`config.mk`:
```
export PLATFORM = sky130hd
export DESIGN_NAME = ppm_frame_generator
export DESIGN_NICKNAME = d
export VERILOG_FILES = /design/src/hdl/ppm_pkg.sv /design/src/hdl/ppm_frame_generator.sv /design/src/hdl/ppm_width_mem.sv
export SDC_FILE = /design/constraint.sdc
export NUM_CORES = 1
export LEC_CHECK = 0
export BUFFER_PORTS_ARGS = -buffer_cell sky130_fd_sc_hd__buf_2
export CAP_MARGIN = 20
export CORE_ASPECT_RATIO = 1.25
export CORE_MARGIN = 8
export CORE_UTILIZATION = 60
export DETAILED_ROUTE_END_ITERATION = 8
export PLACE_DENSITY = 0.84
export SKIP_CTS_REPAIR_TIMING = 1
export SLEW_MARGIN = 20
export SYNTH_ARGS = -nofsm -noshare
export SYNTH_HDL_FRONTEND = slang
export SYNTH_HIERARCHICAL = 1
export SYNTH_SLANG_ARGS = --single-unit
export TNS_END_PERCENT = 100
```
`constraint.sdc`:
```
create_clock -name clk -period 6.85 [get_ports clk]
set_input_delay 1.0275 -clock clk [delete_from_list [all_inputs] [get_ports clk]]
set_output_delay 1.0275 -clock clk [all_outputs]
set_load 0.02 [all_outputs]
```
`src/hdl/ppm_pkg.sv`:
```
`timescale 1ns / 1ps
// Shared types, constants and helpers for the PPM frame generator.
// No dependencies; used by every module of the block.
package ppm_pkg;

	localparam int CHANNEL_COUNT = 8;
	localparam int CENTRE_WIDTH  = 1500;

	localparam int CH_AW      = (CHANNEL_COUNT > 1) ? $clog2(CHANNEL_COUNT) : 1;
	localparam int WIDTH_W    = 16;
	localparam int GAP_W      = 10;
	localparam int FRAME_W    = 16;
	localparam int TOTAL_W    = 22;
	localparam int PTR_W      = 4;
	localparam int IDX_W      = 4;
	localparam int OP_W       = 2;
	localparam int CFG_IDX_W  = 3;
	localparam int CFG_DATA_W = 16;

	localparam logic [WIDTH_W-1:0] CENTRE      = WIDTH_W'(CENTRE_WIDTH);
	localparam logic [PTR_W:0]     CH_LIMIT    = (PTR_W + 1)'(CHANNEL_COUNT);
	localparam logic [TOTAL_W-1:0] TOTAL_RESET = TOTAL_W'(CHANNEL_COUNT * CENTRE_WIDTH);

	localparam logic [GAP_W-1:0]   GAP_RESET     = GAP_W'(400);
	localparam logic [FRAME_W-1:0] FRAME_RESET   = FRAME_W'(22500);
	localparam logic [WIDTH_W-1:0] WMIN_RESET    = WIDTH_W'(1000);
	localparam logic [WIDTH_W-1:0] WMAX_RESET    = WIDTH_W'(2000);
	localparam logic [TOTAL_W-1:0] GAP_SUM_RESET = TOTAL_W'(400 * (CHANNEL_COUNT + 1));

	typedef enum logic [OP_W-1:0] {
		OP_TICK,
		OP_WRITE,
		OP_START,
		OP_STOP
	} op_t;

	typedef enum logic [1:0] {
		PH_SYNC,
		PH_PULSE,
		PH_GAP
	} phase_t;

	typedef enum logic [CFG_IDX_W-1:0] {
		CFG_INVERT,
		CFG_GAP,
		CFG_FRAME,
		CFG_WMIN,
		CFG_WMAX
	} cfg_reg_t;

	typedef struct packed {
		logic               rd_en;
		logic [CH_AW-1:0]   a_addr;
		logic [CH_AW-1:0]   b_addr;
		logic               wr_en;
		logic [CH_AW-1:0]   wr_addr;
		logic [WIDTH_W-1:0] wr_data;
	} mem_req_t;

	typedef struct packed {
		logic [WIDTH_W-1:0] a_data;
		logic [WIDTH_W-1:0] b_data;
	} mem_rsp_t;

	function automatic logic [WIDTH_W-1:0] at_least_one(input logic [WIDTH_W-1:0] v);
		return (v == '0) ? WIDTH_W'(1) : v;
	endfunction

endpackage

```
`src/hdl/ppm_frame_generator.sv`:
```
`timescale 1ns / 1ps
// PPM frame generator top level: frame sequencer, channel write path, output stage.
// Depends on ppm_pkg and ppm_width_mem.
//
// Usage:
//   Input channel (in_valid / in_stall) carries one item per cycle: op selects a
//   microsecond tick, a channel width write, start or stop. Every item yields one
//   result on the output channel (out_valid / out_stall): the pin level after the
//   item and the stored width of channel_index (centre width when out of range).
//   Throughput is one item per cycle unless the output stalls. The width store has a
//   registered read; a pulse width or the old width of a written entry arrives in
//   the cycle after the item and is folded into the countdown and the width sum
//   through a bypass. Configuration writes (cfg_we, cfg_index, cfg_data) must be
//   made only while idle; the block does not enforce this. Reset stops the generator
//   with level_q low, loads the default registers and makes every channel read as
//   the centre width; per-entry valid bits in the store replace any clearing pass,
//   so items are accepted right after reset. When the receiver stalls, the output
//   register holds its item, one more item waits in the read stage, and in_stall
//   rises until the output moves.
module ppm_frame_generator (
	input  logic                              clk,
	input  logic                              arst_n,
	input  logic                              in_valid,
	output logic                              in_stall,
	input  logic [ppm_pkg::OP_W-1:0]          op,
	input  logic [ppm_pkg::IDX_W-1:0]         channel_index,
	input  logic [ppm_pkg::WIDTH_W-1:0]       channel_value,
	output logic                              out_valid,
	input  logic                              out_stall,
	output logic                              pin_level,
	output logic [ppm_pkg::WIDTH_W-1:0]       channel_readback,
	input  logic                              cfg_we,
	input  logic [ppm_pkg::CFG_IDX_W-1:0]     cfg_index,
	input  logic [ppm_pkg::CFG_DATA_W-1:0]    cfg_data
);

	// configuration
	logic                            invert_q;
	logic [ppm_pkg::GAP_W-1:0]       gap_q;
	logic [ppm_pkg::FRAME_W-1:0]     frame_q;
	logic [ppm_pkg::WIDTH_W-1:0]     wmin_q;
	logic [ppm_pkg::WIDTH_W-1:0]     wmax_q;
	logic [ppm_pkg::TOTAL_W-1:0]     gap_sum_q;

	// sequencer state
	logic                            active_q;
	logic                            level_q;
	ppm_pkg::phase_t                 phase_q;
	logic [ppm_pkg::PTR_W-1:0]       ptr_q;
	logic [ppm_pkg::WIDTH_W-1:0]     ticks_q;
	logic                            pend_q;
	logic [ppm_pkg::TOTAL_W-1:0]     wt_q;
	logic                            wpend_q;

	// read stage and output stage
	logic                            valid_s1;
	logic                            level_s1;
	logic                            wr_s1;
	logic                            idx_ok_s1;
	logic [ppm_pkg::WIDTH_W-1:0]     val_s1;
	logic                            out_valid_q;
	logic                            pin_q;
	logic [ppm_pkg::WIDTH_W-1:0]     rb_q;

	ppm_pkg::mem_req_t               req;
	ppm_pkg::mem_rsp_t               rsp;

	logic                            accept;
	logic                            advance;
	logic                            idx_ok;
	logic [ppm_pkg::WIDTH_W-1:0]     clamp_lo;
	logic [ppm_pkg::WIDTH_W-1:0]     clamped;
	logic [ppm_pkg::WIDTH_W-1:0]     tl_eff;
	logic [ppm_pkg::TOTAL_W-1:0]     wt_eff;
	logic [ppm_pkg::TOTAL_W:0]       used;
	logic [ppm_pkg::PTR_W-1:0]       ptr_inc;
	logic [ppm_pkg::PTR_W-1:0]       ch;
	logic                            n_active;
	logic                            n_level;
	ppm_pkg::phase_t                 n_phase;
	logic [ppm_pkg::PTR_W-1:0]       n_ptr;
	logic [ppm_pkg::WIDTH_W-1:0]     n_ticks;
	logic                            n_load;
	logic                            n_wr;

	ppm_width_mem u_mem (
		.clk    (clk),
		.arst_n (arst_n),
		.req    (req),
		.rsp    (rsp)
	);

	assign advance  = valid_s1 && (!out_valid_q || !out_stall);
	assign in_stall = valid_s1 && out_valid_q && out_stall;
	assign accept   = in_valid && !in_stall;

	assign idx_ok   = {1'b0, channel_index} < ppm_pkg::CH_LIMIT;
	assign clamp_lo = (channel_value < wmin_q) ? wmin_q : channel_value;
	assign clamped  = (clamp_lo > wmax_q) ? wmax_q : clamp_lo;

	// bypass the width that the previous item fetched
	assign tl_eff = pend_q ? ppm_pkg::at_least_one(rsp.b_data) : ticks_q;
	assign wt_eff = wpend_q
		? (wt_q - ppm_pkg::TOTAL_W'(rsp.a_data) + ppm_pkg::TOTAL_W'(val_s1))
		: wt_q;
	assign used    = {1'b0, gap_sum_q} + {1'b0, wt_eff};
	assign ptr_inc = ptr_q + ppm_pkg::PTR_W'(1);
	assign ch      = ({1'b0, ptr_q} < ppm_pkg::CH_LIMIT) ? ptr_q : '0;

	always_comb begin
		n_active = active_q;
		n_level  = level_q;
		n_phase  = phase_q;
		n_ptr    = ptr_q;
		n_ticks  = tl_eff;
		n_load   = 1'b0;
		n_wr     = 1'b0;
		case (ppm_pkg::op_t'(op))
			ppm_pkg::OP_TICK: begin
				if (active_q) begin
					if (tl_eff > ppm_pkg::WIDTH_W'(1)) begin
						n_ticks = tl_eff - ppm_pkg::WIDTH_W'(1);
					end else begin
						case (phase_q)
							ppm_pkg::PH_PULSE: begin
								// width arrives from the store next cycle
								n_level = !invert_q;
								n_load  = 1'b1;
								n_phase = ppm_pkg::PH_GAP;
							end
							ppm_pkg::PH_GAP: begin
								n_level = invert_q;
								n_ptr   = ptr_inc;
								if ({1'b0, ptr_inc} < ppm_pkg::CH_LIMIT) begin
									n_ticks = ppm_pkg::at_least_one(
										ppm_pkg::WIDTH_W'(gap_q));
									n_phase = ppm_pkg::PH_PULSE;
								end else begin
									// stretch the last gap to fill the frame
									if (used < (ppm_pkg::TOTAL_W + 1)'(frame_q)) begin
										n_ticks = frame_q - used[ppm_pkg::FRAME_W-1:0];
									end else begin
										n_ticks = ppm_pkg::WIDTH_W'(1);
									end
									n_phase = ppm_pkg::PH_SYNC;
								end
							end
							default: begin
								n_level = invert_q;
								n_ticks = ppm_pkg::at_least_one(ppm_pkg::WIDTH_W'(gap_q));
								n_ptr   = '0;
								n_phase = ppm_pkg::PH_PULSE;
							end
						endcase
					end
				end
			end
			ppm_pkg::OP_WRITE: begin
				n_wr = idx_ok;
			end
			ppm_pkg::OP_START: begin
				if (!active_q) begin
					n_active = 1'b1;
					n_phase  = ppm_pkg::PH_SYNC;
					n_ptr    = '0;
					n_level  = 1'b0;
					n_ticks  = ppm_pkg::WIDTH_W'(1);
				end
			end
			default: begin
				n_active = 1'b0;
				n_level  = 1'b0;
			end
		endcase
	end

	always_comb begin
		req.rd_en   = accept;
		req.a_addr  = channel_index[ppm_pkg::CH_AW-1:0];
		req.b_addr  = ch[ppm_pkg::CH_AW-1:0];
		req.wr_en   = accept && n_wr;
		req.wr_addr = channel_index[ppm_pkg::CH_AW-1:0];
		req.wr_data = clamped;
	end

	always_ff @(posedge clk or negedge arst_n) begin
		if (!arst_n) begin
			invert_q  <= 1'b0;
			gap_q     <= ppm_pkg::GAP_RESET;
			frame_q   <= ppm_pkg::FRAME_RESET;
			wmin_q    <= ppm_pkg::WMIN_RESET;
			wmax_q    <= ppm_pkg::WMAX_RESET;
			gap_sum_q <= ppm_pkg::GAP_SUM_RESET;
		end else if (cfg_we) begin
			case (ppm_pkg::cfg_reg_t'(cfg_index))
				ppm_pkg::CFG_INVERT: invert_q <= cfg_data[0];
				ppm_pkg::CFG_GAP: begin
					gap_q     <= cfg_data[ppm_pkg::GAP_W-1:0];
					gap_sum_q <= ppm_pkg::TOTAL_W'(cfg_data[ppm_pkg::GAP_W-1:0]
						* (ppm_pkg::CHANNEL_COUNT + 1));
				end
				ppm_pkg::CFG_FRAME: frame_q <= cfg_data[ppm_pkg::FRAME_W-1:0];
				ppm_pkg::CFG_WMIN:  wmin_q  <= cfg_data[ppm_pkg::WIDTH_W-1:0];
				ppm_pkg::CFG_WMAX:  wmax_q  <= cfg_data[ppm_pkg::WIDTH_W-1:0];
				default: ;
			endcase
		end
	end

	always_ff @(posedge clk or negedge arst_n) begin
		if (!arst_n) begin
			active_q <= 1'b0;
			level_q  <= 1'b0;
			phase_q  <= ppm_pkg::PH_SYNC;
			ptr_q    <= '0;
			ticks_q  <= '0;
			pend_q   <= 1'b0;
			wt_q     <= ppm_pkg::TOTAL_RESET;
			wpend_q  <= 1'b0;
		end else begin
			if (accept) begin
				active_q <= n_active;
				level_q  <= n_level;
				phase_q  <= n_phase;
				ptr_q    <= n_ptr;
				ticks_q  <= n_ticks;
			end else if (pend_q) begin
				ticks_q <= tl_eff;
			end
			pend_q  <= accept && n_load;
			wt_q    <= wt_eff;
			wpend_q <= accept && n_wr;
		end
	end

	always_ff @(posedge clk or negedge arst_n) begin
		if (!arst_n) begin
			valid_s1    <= 1'b0;
			out_valid_q <= 1'b0;
		end else begin
			if (accept) begin
				valid_s1 <= 1'b1;
			end else if (advance) begin
				valid_s1 <= 1'b0;
			end
			if (advance) begin
				out_valid_q <= 1'b1;
			end else if (!out_stall) begin
				out_valid_q <= 1'b0;
			end
		end
	end

	always_ff @(posedge clk) begin
		if (accept) begin
			level_s1  <= n_level;
			wr_s1     <= n_wr;
			idx_ok_s1 <= idx_ok;
			val_s1    <= clamped;
		end
		if (advance) begin
			pin_q <= level_s1;
			// own write wins over the read-first data
			if (wr_s1) begin
				rb_q <= val_s1;
			end else if (idx_ok_s1) begin
				rb_q <= rsp.a_data;
			end else begin
				rb_q <= ppm_pkg::CENTRE;
			end
		end
	end

	assign out_valid        = out_valid_q;
	assign pin_level        = pin_q;
	assign channel_readback = rb_q;

endmodule

```
`src/hdl/ppm_width_mem.sv`:
```
`timescale 1ns / 1ps
// Channel width store: one write port, two registered read ports.
// Entries never written read as the centre width. Depends on ppm_pkg.
module ppm_width_mem (
	input  logic               clk,
	input  logic               arst_n,
	input  ppm_pkg::mem_req_t  req,
	output ppm_pkg::mem_rsp_t  rsp
);

	logic [ppm_pkg::WIDTH_W-1:0]     mem_q [ppm_pkg::CHANNEL_COUNT];
	logic [ppm_pkg::CHANNEL_COUNT-1:0] valid_q;
	logic [ppm_pkg::WIDTH_W-1:0]     rd_a_q;
	logic [ppm_pkg::WIDTH_W-1:0]     rd_b_q;
	logic                            vld_a_q;
	logic                            vld_b_q;

	// read-first: a read at the written address returns the old entry
	always_ff @(posedge clk) begin
		if (req.wr_en) begin
			mem_q[req.wr_addr] <= req.wr_data;
		end
		if (req.rd_en) begin
			rd_a_q <= mem_q[req.a_addr];
			rd_b_q <= mem_q[req.b_addr];
		end
	end

	always_ff @(posedge clk or negedge arst_n) begin
		if (!arst_n) begin
			valid_q <= '0;
			vld_a_q <= 1'b0;
			vld_b_q <= 1'b0;
		end else begin
			if (req.rd_en) begin
				vld_a_q <= valid_q[req.a_addr];
				vld_b_q <= valid_q[req.b_addr];
			end
			if (req.wr_en) begin
				valid_q[req.wr_addr] <= 1'b1;
			end
		end
	end

	assign rsp.a_data = vld_a_q ? rd_a_q : ppm_pkg::CENTRE;
	assign rsp.b_data = vld_b_q ? rd_b_q : ppm_pkg::CENTRE;

endmodule

```
-- Word-level counts from Yosys, hierarchy flattened
Memories as Yosys holds them, arrays and structs flattened. A register that Yosys moved wholly into a read port is not among the register bits.
Index checks and enable logic that the tools add are counted.
- register bits: 169
- bits in latches: 0
- RAM bits: 128
- bits in read-only memories: 0
- input port bits: 46
- memories kept: 1
- memory list (memory ; words ; width ; read ports ; clocked after Yosys merged registers in ; write ports ; RTL line ; text):
    u_mem.mem_q ; 8 ; 16 ; 2 ; 2 ; 1 ; ppm_width_mem.sv:11 ; logic [ppm_pkg::WIDTH_W-1:0] mem_q [ppm_pkg::CHANNEL_COUNT];
- add/sub/neg operators: 6
- multiply operators: 1
- div/mod/pow operators: 0
- magnitude comparators: 10
- equal/unequal tests: 13
- shift operators: 0
- muxes and demuxes: 54
- bitwise logic cells: 2
- reductions and logical operators: 28
- operators with widths (kind ; count):
    $mux W16 ; 15
    $pmux W16 S2 ; 2
    $add A14 B22 Y23 ; 1
    $lt A23 B16 Y1 ; 1
    $add A22 B16 Y22 ; 1
    $mux W22 ; 1
    $sub A22 B16 Y22 ; 1
    $mux W1 ; 19
    $gt A16 B1 Y1 const B ; 1
    $gt A16 B16 Y1 ; 1
    $logic_not A16 Y1 ; 1
    $lt A16 B16 Y1 ; 1
    $pmux W4 S2 ; 2
    $sub A16 B1 Y16 const B ; 1
    $sub A16 B16 Y16 ; 1
    $mul A10 B4 Y14 const B ; 1
    $lt A4 B4 Y1 const B ; 3
    $mux W4 ; 3
    $reduce_and A2 Y1 ; 6
    $logic_not A10 Y1 ; 1
    $mux W10 ; 1
    $lt A3 B4 Y1 const B ; 2
    $ne A2 B2 Y1 const B ; 4
    $or A8 B8 Y8 ; 1
    other kinds (25) ; 43

-- Logic depth before layout (Yosys ltp)
Gate-level depths: netlist of the first run.
- depth after elaboration: 13
- depth in mapped cells: 31
- depth with buffers taken out: 29

-- Hierarchy
Netlist of the first run, hierarchy kept.
- by module, submodules not included (module ; times used ; cells each ; area each (um^2) ; seq. area each (um^2)):
    ppm_frame_generator ; 1 ; 1495 ; 12670.9 ; 4127.7
    ppm_width_mem ; 1 ; 355 ; 7708.6 ; 5054.8

-- Worst setup path after synthesis of the first run
Ideal clock, no wire load.
- path type: flip-flop to flip-flop
- from: register u_mem.vld_a_q
- to: register ticks_q[7] (netlist bit)
- data arrival time: 6111 ps
- path slack: 636 ps
- cell stages (with the launch flop): 30
- buffers on the path: 2
- period minus slack after synthesis: 6214 ps
- cells stage by stage: dfrtp_1 -> clkbuf_1 -> and2_1 -> fa_1 -> inv_1 -> ha_1 -> o211ai_1 -> a21o_1 -> nand2_1 -> a31oi_1 -> nor2_1 -> or3_1 -> nand3_1 -> o21ai_0 -> ha_1 -> inv_1 -> o22a_1 -> and3b_1 -> a311o_1 -> xnor2_1 -> ha_1 -> clkbuf_1 -> nand4_1 -> or4_1 -> a21oi_1 -> o21ai_0 -> o2111ai_1 -> a2111oi_4 -> nand2_4 -> o41ai_2
- RTL lines (item ; RTL line ; text):
    start, declared ; ppm_width_mem.sv:15 ; logic vld_a_q;
    start signal, assigned ; ppm_width_mem.sv:36 ; vld_a_q <= valid_q[req.a_addr];
    end signal, assigned ; ppm_frame_generator.sv:226 ; ticks_q <= n_ticks;
    end signal, assigned ; ppm_frame_generator.sv:228 ; ticks_q <= tl_eff;
    end, declared ; ppm_frame_generator.sv:50 ; logic [ppm_pkg::WIDTH_W-1:0] ticks_q;

==> results of run 1 <==
==> flip-flops by register name, summed over array words and instances (netlist names), 2 cells and up <==
name and count:
ticks_q 16, u_mem/mem_q 128, ptr_q 4, wmin_q 16
wt_q 22, u_mem/valid_q 8, channel_readback 16, frame_q 16
val_s1 16, gap_q 10, u_mem/rd_b_q 16, wmax_q 16
phase_q 2, u_mem/rd_a_q 16, gap_sum_q 11
==> stage by stage <==
stage          worst slack, ns  instance area, µm²  instances  TNS [ns]
3_5_place_dp             0.216               21100       2290         0
3_3_place_gp             0.415               21100       2290         0
5_1_grt                -0.0179               22400       2356   -0.0264
4_1_cts                  0.179               22300       2353         0
6_report                 0.316               22400       2356         0
2_1_floorplan            0.636               20400       1850         0
==> synth_stat cells, types with 44 or more instances <==
master,n,area [µm²]
a21oi_1,93,465
clkbuf_1,56,210
dfrtp_1,95,2380
edfxtp_1,196,5890
ha_1,117,1460
inv_1,164,616
mux2_2,61,687
mux4_1,64,1680
nand2_1,176,661
nand3_1,44,220
nor2_1,108,405
o21ai_0,135,676
==> kinds of logic (layout without fill, tap and decap cells) <==
logic type | Yosys count | after routing | synth area share, %
compound gates | 428 | 428 | 13.6
xor+xnor | 48 | 48 | 2.06
fa+ha+maj | 136 | 136 | 9.05
buf+inv | 244 | 327 | 4.94
flops | 326 | 326 | 45.1
mux | 152 | 152 | 13.1
simple gates | 516 | 516 | 12.2
==> cells in the final DEF, fill, tap and decap left out, drive strengths merged, types with 44 or more instances in the layout <==
cell    instances
clkbuf         47
nand2         177
mux4           66
nand3          44
dfrtp          95
nor2          108
o21ai         141
a21oi          95
mux2           61
ha            117
buf           100
inv           165
edfxtp        196
==> where the power goes <==
group          internal, mW  switching [mW]
Sequential             2.64           0.200
Clock                  1.20           0.802
Combinational          2.02            3.29
==> cell type report <==
type / instances / area, µm² / area share [%]
multi-input combinational: 1280 / 10300 / 45.8
sequential: 326 / 9180 / 41.0
clock buffer: 47 / 982 / 4.38
inverter: 164 / 616 / 2.75
timing repair buffer: 100 / 599 / 2.67
tap: 423 / 529 / 2.36
clock inverter: 16 / 228 / 1.02
==> routing by layer <==
metal | part of all wire [%] | wire length (µm) | track usage, %
met5 | 0 | 0 | 0
met4 | 5.8 | 3390 | 15.1
met3 | 6.4 | 3730 | 3.98
met2 | 51 | 29600 | 50.9
met1 | 37 | 21600 | 33.0
==> worst max-delay path: stages, from the launching register on <==
cell       delay [ns]
dfrtp_2          0.45
and2_1           0.18
fa_1             0.55
inv_1            0.06
ha_1             0.33
a211oi_2         0.27
o21ai_2          0.16
xor2_1           0.16
nand2_1          0.07
o21ai_0          0.17
ha_1             0.41
or3_1            0.36
a31o_2           0.27
o31ai_4          0.08
o221ai_1         0.16
a21oi_1          0.20
xnor2_1          0.17
ha_1             0.37
a21o_1           0.20
a21o_1           0.17
a21oi_1          0.13
o21ai_0          0.09
o21ai_0          0.21
o2111ai_1        0.21
a2111oi_4        0.30
buf_4            0.23
nand2_4          0.09
o41ai_2          0.35
==> path summary, 6_finish.rpt <==
path                                                 from                        end  slack (ns)
worst max register to register  u_mem/vld_a_q$_DFFE_PN0P_     ticks_q[7]$_DFFE_PN0P_        0.32
worst max-delay path            u_mem/vld_a_q$_DFFE_PN0P_     ticks_q[7]$_DFFE_PN0P_        0.32
min in group asynchronous                          arst_n      wmin_q[2]$_DFFE_PN0P_        0.55
worst min register to register         level_s1$_DFFE_PP_        pin_level$_DFFE_PP_        0.42
max in group asynchronous                          arst_n  u_mem/vld_a_q$_DFFE_PN0P_        5.03
worst min-delay path                   level_s1$_DFFE_PP_        pin_level$_DFFE_PP_        0.42
==> results.yml, run 1 <==
timing:
  finalSetupViolations: 0
  finalCritPeriodShare_pct: 95.4
  max_freq_mhz: 153
  skew_ns: 0.0143
  slew_violations: 0
  hold_violations: 0
  fin_hold_ws_ns: 0.418
  worst_pin_slew_ns: 1.09
  fin_crit_ns: 6.53
  timing.slew.headroom_pct: 27.0
hold_path:
  hold_class: "register to register"
  hold_path_depth: 0
worst_setup_path:
  worstSetupEndpointType: "register"
  criticalPathCategory: "register to register"
  critPathLaunchType: "register"
  cp_max_fo: 7
  cp.required_ns: 7.27
  reg2regPathDepth: 27
  worstPathArrival_ns: 6.96
pwr:
  vdd_drop_max_uv: 319
  p_leak_nw: 9.23
  p_total_mw: 10.2
  power_density_nw_per_um2: 453
flow_run:
  max-cap-violations: 0
die:
  fp.dieH_um: 222
  core_area_um2: 33500
  fp.dieW_um: 181
  rows: 75
  start_util_pct: 60.8
  dieArea_um2: 40200
  io_pins: 65
detailed_routing:
  routed_wl_um: 58300
  vias: 15500
  drt.antenna.violating_nets: 0
  drt-initial-drc-count: 1465
  vias_per_cell: 6.57
  post-route-drc-count: 0
  firstDrtPassIters: 5
  routedWlPerCell_um: 24.7
global_route:
  track_usage_pct: 28.6
  antenna_found_initial: 0
  grt_pass1_wl_um: 88800
  grt_max_degree: 87
  grt_pass1_vias: 15300
  overflow: 0
logic_synthesis:
  syn_nets: 2032
  async_flop_share_pct: 39.9
  syn_inst: 1850
  synth_edf_count: 196
  ys_types: 90
  syn_avg_cell_area_um2: 11.0
  synthFlopType: "edfxtp_1"
  ys_seq_area_share_pct: 45.1
  synth_warnings: 6
  ys_ff_latch: 326
  netlist_area_um2: 20400
final_layout:
  fin_util_pct: 66.9
  fin_nets: 2089
  diodes: 0
  final_layout_size_suffix_gt1_share_pct: 15.8
  area_delta_synth_final_pct: 9.98
  fillers: 2405
placement:
  port_buffers: 64
  hpwl_um: 40800
  place.gp.congestion: 0.960
clock_tree:
  htreeDepth: 2
  ctsLongestPathBuffers: 3
  cts_sinks: 326
  path_clk_slew_ns: 0.06
  cts_buffers: 35
  cts-root-buf: "clkbuf_16"
  cts_tree: "built"
  insertion_delay_ns: 0.53
run_status:
  status: "finished clean"
Note: power is estimated with default switching activity, not from simulation.
==> inputs of run 2 (changes only) <==
Settings changed: CTS_BUF_LIST set to sky130_fd_sc_hd__clkbuf_4 sky130_fd_sc_hd__clkbuf_8.
==> results.yml, run 2 (synthesis results as in run 1) <==
final_layout:
  fillers: 2415
  final_layout_size_suffix_gt1_share_pct: 17.4
  layout_common_cells: "edfxtp_1 (196), nand2_1 (176), inv_1 (163)"
  reg_top3: "u_mem/mem_q (128), wt_q (22)"
  final_cell_area_um2: 22400
  fin_nets: 2108
  top_register: "u_mem/mem_q"
  largest_reg_flops: 128
  layout_commonest_cell: "edfxtp_1"
  area_delta_synth_final_pct: 10.0
placement:
  hpwl_um: 40800
  place_area_um2: 21100
  place.gp.congestion: 0.960
  port_buffers: 64
global_route:
  overflow: 0
  antenna_found_initial: 1
  grt_pass1_vias: 15200
  grt_pass1_wl_um: 85700
  grt_max_degree: 87
  track_usage_pct: 27.3
timing:
  worst_pin_slew_ns: 1.17
  fin_hold_ws_ns: 0.427
  fin_setup_tns_ns: 0
  finalCritPeriodShare_pct: 94.9
  slew_violations: 0
  fin_crit_ns: 6.50
  skew_ns: 0.0173
  timing.slew.headroom_pct: 22.0
  finalSetupViolations: 0
  rsz0062_at_grt: "false"
  hold_violations: 0
  max_freq_mhz: 154
clock_tree:
  cts_buffers: 53
  cts-root-buf: "clkbuf_8"
  path_clk_slew_ns: 0.07
  htreeDepth: 2
  insertion_delay_ns: 0.63
  cts_sinks: 326
  ctsLongestPathBuffers: 3
  cts_tree: "built"
detailed_routing:
  vias_per_cell: 6.36
  post-route-drc-count: 0
  vias: 15200
  routed_wl_um: 55400
  drt-met1-wl_um: 21200
  wl_met2_um: 28200
  routed.top_layer: "met5"
  wl_met3_um: 3240
  drt-initial-drc-count: 1475
  firstDrtPassIters: 8
  drt.antenna.violating_nets: 0
  routedWlPerCell_um: 23.1
pwr:
  p_leak_nw: 9.27
  p_total_mw: 10.0
  vdd_drop_max_uv: 238
  power_density_nw_per_um2: 448
die:
  dieArea_um2: 40200
  rows: 75
  io_pins: 65
  start_util_pct: 60.8
  fp.dieW_um: 181
  core_area_um2: 33500
  fp.dieH_um: 222
worst_setup_path:
  cp_max_fo: 7
  reg2reg_slack_ns: 0.35
  critPathLaunchType: "register"
  worstPathArrival_ns: 7.02
  reg2regPathDepth: 27
  worstSetupEndpointType: "register"
  criticalPathCategory: "register to register"
  cp.required_ns: 7.37
flow_run:
  max-cap-violations: 0
hold_path:
  hold_class: "register to register"
  hold_path_depth: 0
run_status:
  status: "finished clean"
## run 2: cell count changes in the layout (fill, tap and decap cells not counted), sizes merged
cell    previous run  this run
clkinv             9        20
diode              0         1
buf              100       101
bufinv             5         7
inv              165       167
clkbuf            47        69
## run 2: final cells by class
| class | instances | area, µm² | area share (%) |
|---|---|---|---|
| Inverter | 164 | 616 | 2.75 |
| Tap cell | 423 | 529 | 2.36 |
| Timing Repair Buffer | 101 | 607 | 2.71 |
| Antenna cell | 1 | 2.50 | 0.0112 |
| Clock buffer | 69 | 868 | 3.87 |
| Clock inverter | 31 | 344 | 1.53 |
| Multi-Input combinational cell | 1280 | 10300 | 45.8 |
| Sequential cell | 326 | 9180 | 41.0 |
## run 2: path summary, 6_finish.rpt
check,to,startpoint
max in group asynchronous,u_mem/vld_a_q$_DFFE_PN0P_,arst_n
worst min-delay path,pin_level$_DFFE_PP_,level_s1$_DFFE_PP_
worst min register to register,pin_level$_DFFE_PP_,level_s1$_DFFE_PP_
worst max-delay path,ticks_q[7]$_DFFE_PN0P_,u_mem/vld_a_q$_DFFE_PN0P_
worst max register to register,ticks_q[7]$_DFFE_PN0P_,u_mem/vld_a_q$_DFFE_PN0P_
min in group asynchronous,wmax_q[5]$_DFFE_PN0P_,arst_n
## run 2: critical path: stages (launching register included)
cell,delay (ns)
dfrtp_2,0.45
and2_1,0.18
fa_1,0.55
inv_1,0.06
ha_1,0.32
a211oi_2,0.24
o21ai_2,0.16
xor2_1,0.16
nand2_1,0.07
o21ai_0,0.17
ha_1,0.41
or3_1,0.36
a31o_2,0.27
o31ai_4,0.08
o221ai_1,0.16
a21oi_1,0.20
xnor2_1,0.17
ha_1,0.36
a21o_1,0.19
a21o_1,0.17
a21oi_1,0.13
o21ai_0,0.09
o21ai_0,0.23
o2111ai_1,0.21
a2111oi_4,0.30
buf_4,0.24
nand2_4,0.09
o41ai_2,0.35
## run 2: through the flow
stage	setup WS (ns)	util, %	std cells
2_1_floorplan	0.636	-	1850
3_3_place_gp	0.415	63.1	2290
3_5_place_dp	0.216	63.1	2290
4_1_cts	0.200	66.7	2390
5_1_grt	0.0166	66.9	2394
6_report	0.351	66.9	2395
## run 2: where the power goes
group	internal [mW]	switching, mW	total (mW)
sequential	2.64	0.197	2.84
clock	1.11	0.819	1.92
combinational	2.01	3.26	5.27
## run 2: metal layers
metal,global-route usage (%),vias to the layer above
li1,-,6977
met1,31.9,7474
met2,48.2,612
met3,4.11,176
met4,13.9,2
met5,0,-
==> inputs of run 3 (changes only) <==
Settings changed: GPL_TIMING_DRIVEN set to 0.
==> results.yml, run 3 (synthesis results as in run 1) <==
worst_setup_path:
  r2r_end: "ticks_q[7]$_DFFE_PN0P_"
  crit_buf_inv: 5
  cp.required_ns: 7.38
  critPathSlowestCell: "dfrtp_2"
  criticalPathCategory: "register to register"
  reg2reg_slack_ns: 0.18
  cp.depth: 32
  reg2regPathDepth: 32
  rr_startpoint: "u_mem/vld_a_q$_DFFE_PN0P_"
  cp_top_family: "compound AO/OA/AOI/OAI gates"
  worstSetupEndpointType: "register"
  worstPathArrival_ns: 7.20
  crit_top_cell: "ha_1"
  cpPeakStageDelay_ns: 0.46
  critPathLaunchType: "register"
  cp_max_fo: 10
clock_tree:
  cts_buffers: 52
  path_clk_slew_ns: 0.07
  insertion_delay_ns: 0.62
  ctsLongestPathBuffers: 3
  cts_sinks: 326
  htreeDepth: 2
  cts-root-buf: "clkbuf_8"
  cts_tree: "built"
placement:
  port_buffers: 63
  place.gp.congestion: 0.957
  place_area_um2: 21400
  hpwl_um: 44000
final_layout:
  final_cell_area_um2: 22800
  fillers: 2340
  layout_commonest_cell: "edfxtp_1"
  reg_top3: "u_mem/mem_q (128), wt_q (22)"
  fin_nets: 2164
  layout_common_cells: "edfxtp_1 (196), nand2_1 (176), inv_1 (163)"
  largest_reg_flops: 128
  area_delta_synth_final_pct: 12.1
  top_register: "u_mem/mem_q"
  final_layout_size_suffix_gt1_share_pct: 18.4
pwr:
  comb_power_share_pct: 54.4
  p_total_mw: 10.2
  clkPwrFrac_pct: 18.0
  switching_power_mw: 4.47
  p_leak_nw: 9.38
  pwr-share-seq_pct: 27.6
  swShare_pct: 43.8
  p_int_mw: 5.74
  power_density_nw_per_um2: 447
  vdd_drop_max_uv: 265
timing:
  timing.slew.headroom_pct: 24.1
  max_freq_mhz: 150
  hold_violations: 0
  fin_hold_ws_ns: 0.316
  finalSetupViolations: 0
  slew_violations: 0
  rsz0062_at_grt: "true"
  worst_pin_slew_ns: 1.14
  skew_ns: 0.0324
  fin_crit_ns: 6.67
  finalCritPeriodShare_pct: 97.4
detailed_routing:
  drt-initial-drc-count: 1380
  vias_per_cell: 6.43
  firstDrtPassIters: 5
  drt.antenna.violating_nets: 0
  routedWlPerCell_um: 24.1
  vias: 15700
  routed_wl_um: 58900
  post-route-drc-count: 0
die:
  start_util_pct: 60.8
  rows: 75
  dieArea_um2: 40200
  io_pins: 65
  core_area_um2: 33500
  fp.dieH_um: 222
  fp.dieW_um: 181
run_status:
  status: "finished clean"
hold_path:
  hold_class: "input port to async pin"
global_route:
  grt_pass1_vias: 16000
  grt_pass1_wl_um: 89600
  overflow: 0
  antenna_found_initial: 2
  grt_max_degree: 87
  track_usage_pct: 28.9
flow_run:
  max-cap-violations: 0
-- run 3: cell count changes in the layout (fill, tap and decap cells not counted), sizes merged --
cell and change:
buf +4, bufinv -3, clkbuf +56, clkinv -4
inv -2
-- run 3: worst max-delay path by stage --
stage / slack (ns) / endpoint / from
final: 0.18 / ticks_q[7]$_DFFE_PN0P_ / u_mem/vld_a_q$_DFFE_PN0P_
after global routing: -0.08 / ticks_q[7]$_DFFE_PN0P_ / u_mem/vld_a_q$_DFFE_PN0P_
after CTS: -1.02 / ticks_q[7]$_DFFE_PN0P_ / u_mem/vld_a_q$_DFFE_PN0P_
after detailed placement: -1.02 / ticks_q[7]$_DFFE_PN0P_ / u_mem/vld_a_q$_DFFE_PN0P_
after global placement: -0.95 / ticks_q[7]$_DFFE_PN0P_ / u_mem/vld_a_q$_DFFE_PN0P_
after floorplan: 0.64 / ticks_q[7]$_DFFE_PN0P_ / u_mem/vld_a_q$_DFFE_PN0P_
-- run 3: stage by stage --
stage	std cells	worst slack, ns	setup TNS (ns)	util (%)
detailed placement	2348	-1.02	-12.90	64.0
global placement	2336	-0.951	-11.86	63.4
finish	2446	0.178	0	68.2
floorplan	1850	0.636	0	-
CTS	2442	-1.02	-13.26	67.4
global route	2445	-0.0790	-0.303	68.2
-- run 3: layout make-up --
| type | count | area, µm² | area share, % |
|---|---|---|---|
| flip-flops and latches | 326 | 9180 | 40.2 |
| plain buffers | 77 | 382 | 1.67 |
| multi-input cells | 1280 | 10400 | 45.7 |
| inverters | 164 | 618 | 2.71 |
| clock inverters | 22 | 234 | 1.02 |
| repair buffers | 81 | 533 | 2.33 |
| diodes | 1 | 2.50 | 0.0110 |
| well taps | 423 | 529 | 2.32 |
| clock buffers | 72 | 922 | 4.04 |
-- run 3: per-layer routing --
layer / GRT usage (%) / part of all wire [%] / vias to the layer above
met2: 50.7 / 50 / 665
met5: 0 / 0 / -
met4: 18.2 / 6.8 / 0
met3: 4.66 / 6.0 / 187
met1: 32.5 / 37 / 7776
li1: - / - / 7100
-- run 3: power groups by stage --
stage	registers [mW]	logic [mW]	clock network, mW
floorplan	2.79	3.80	0
global placement	2.84	5.02	0
detailed placement	2.85	5.18	0
CTS	2.82	5.23	1.86
global route	2.85	6.04	1.94
finish	2.82	5.55	1.84
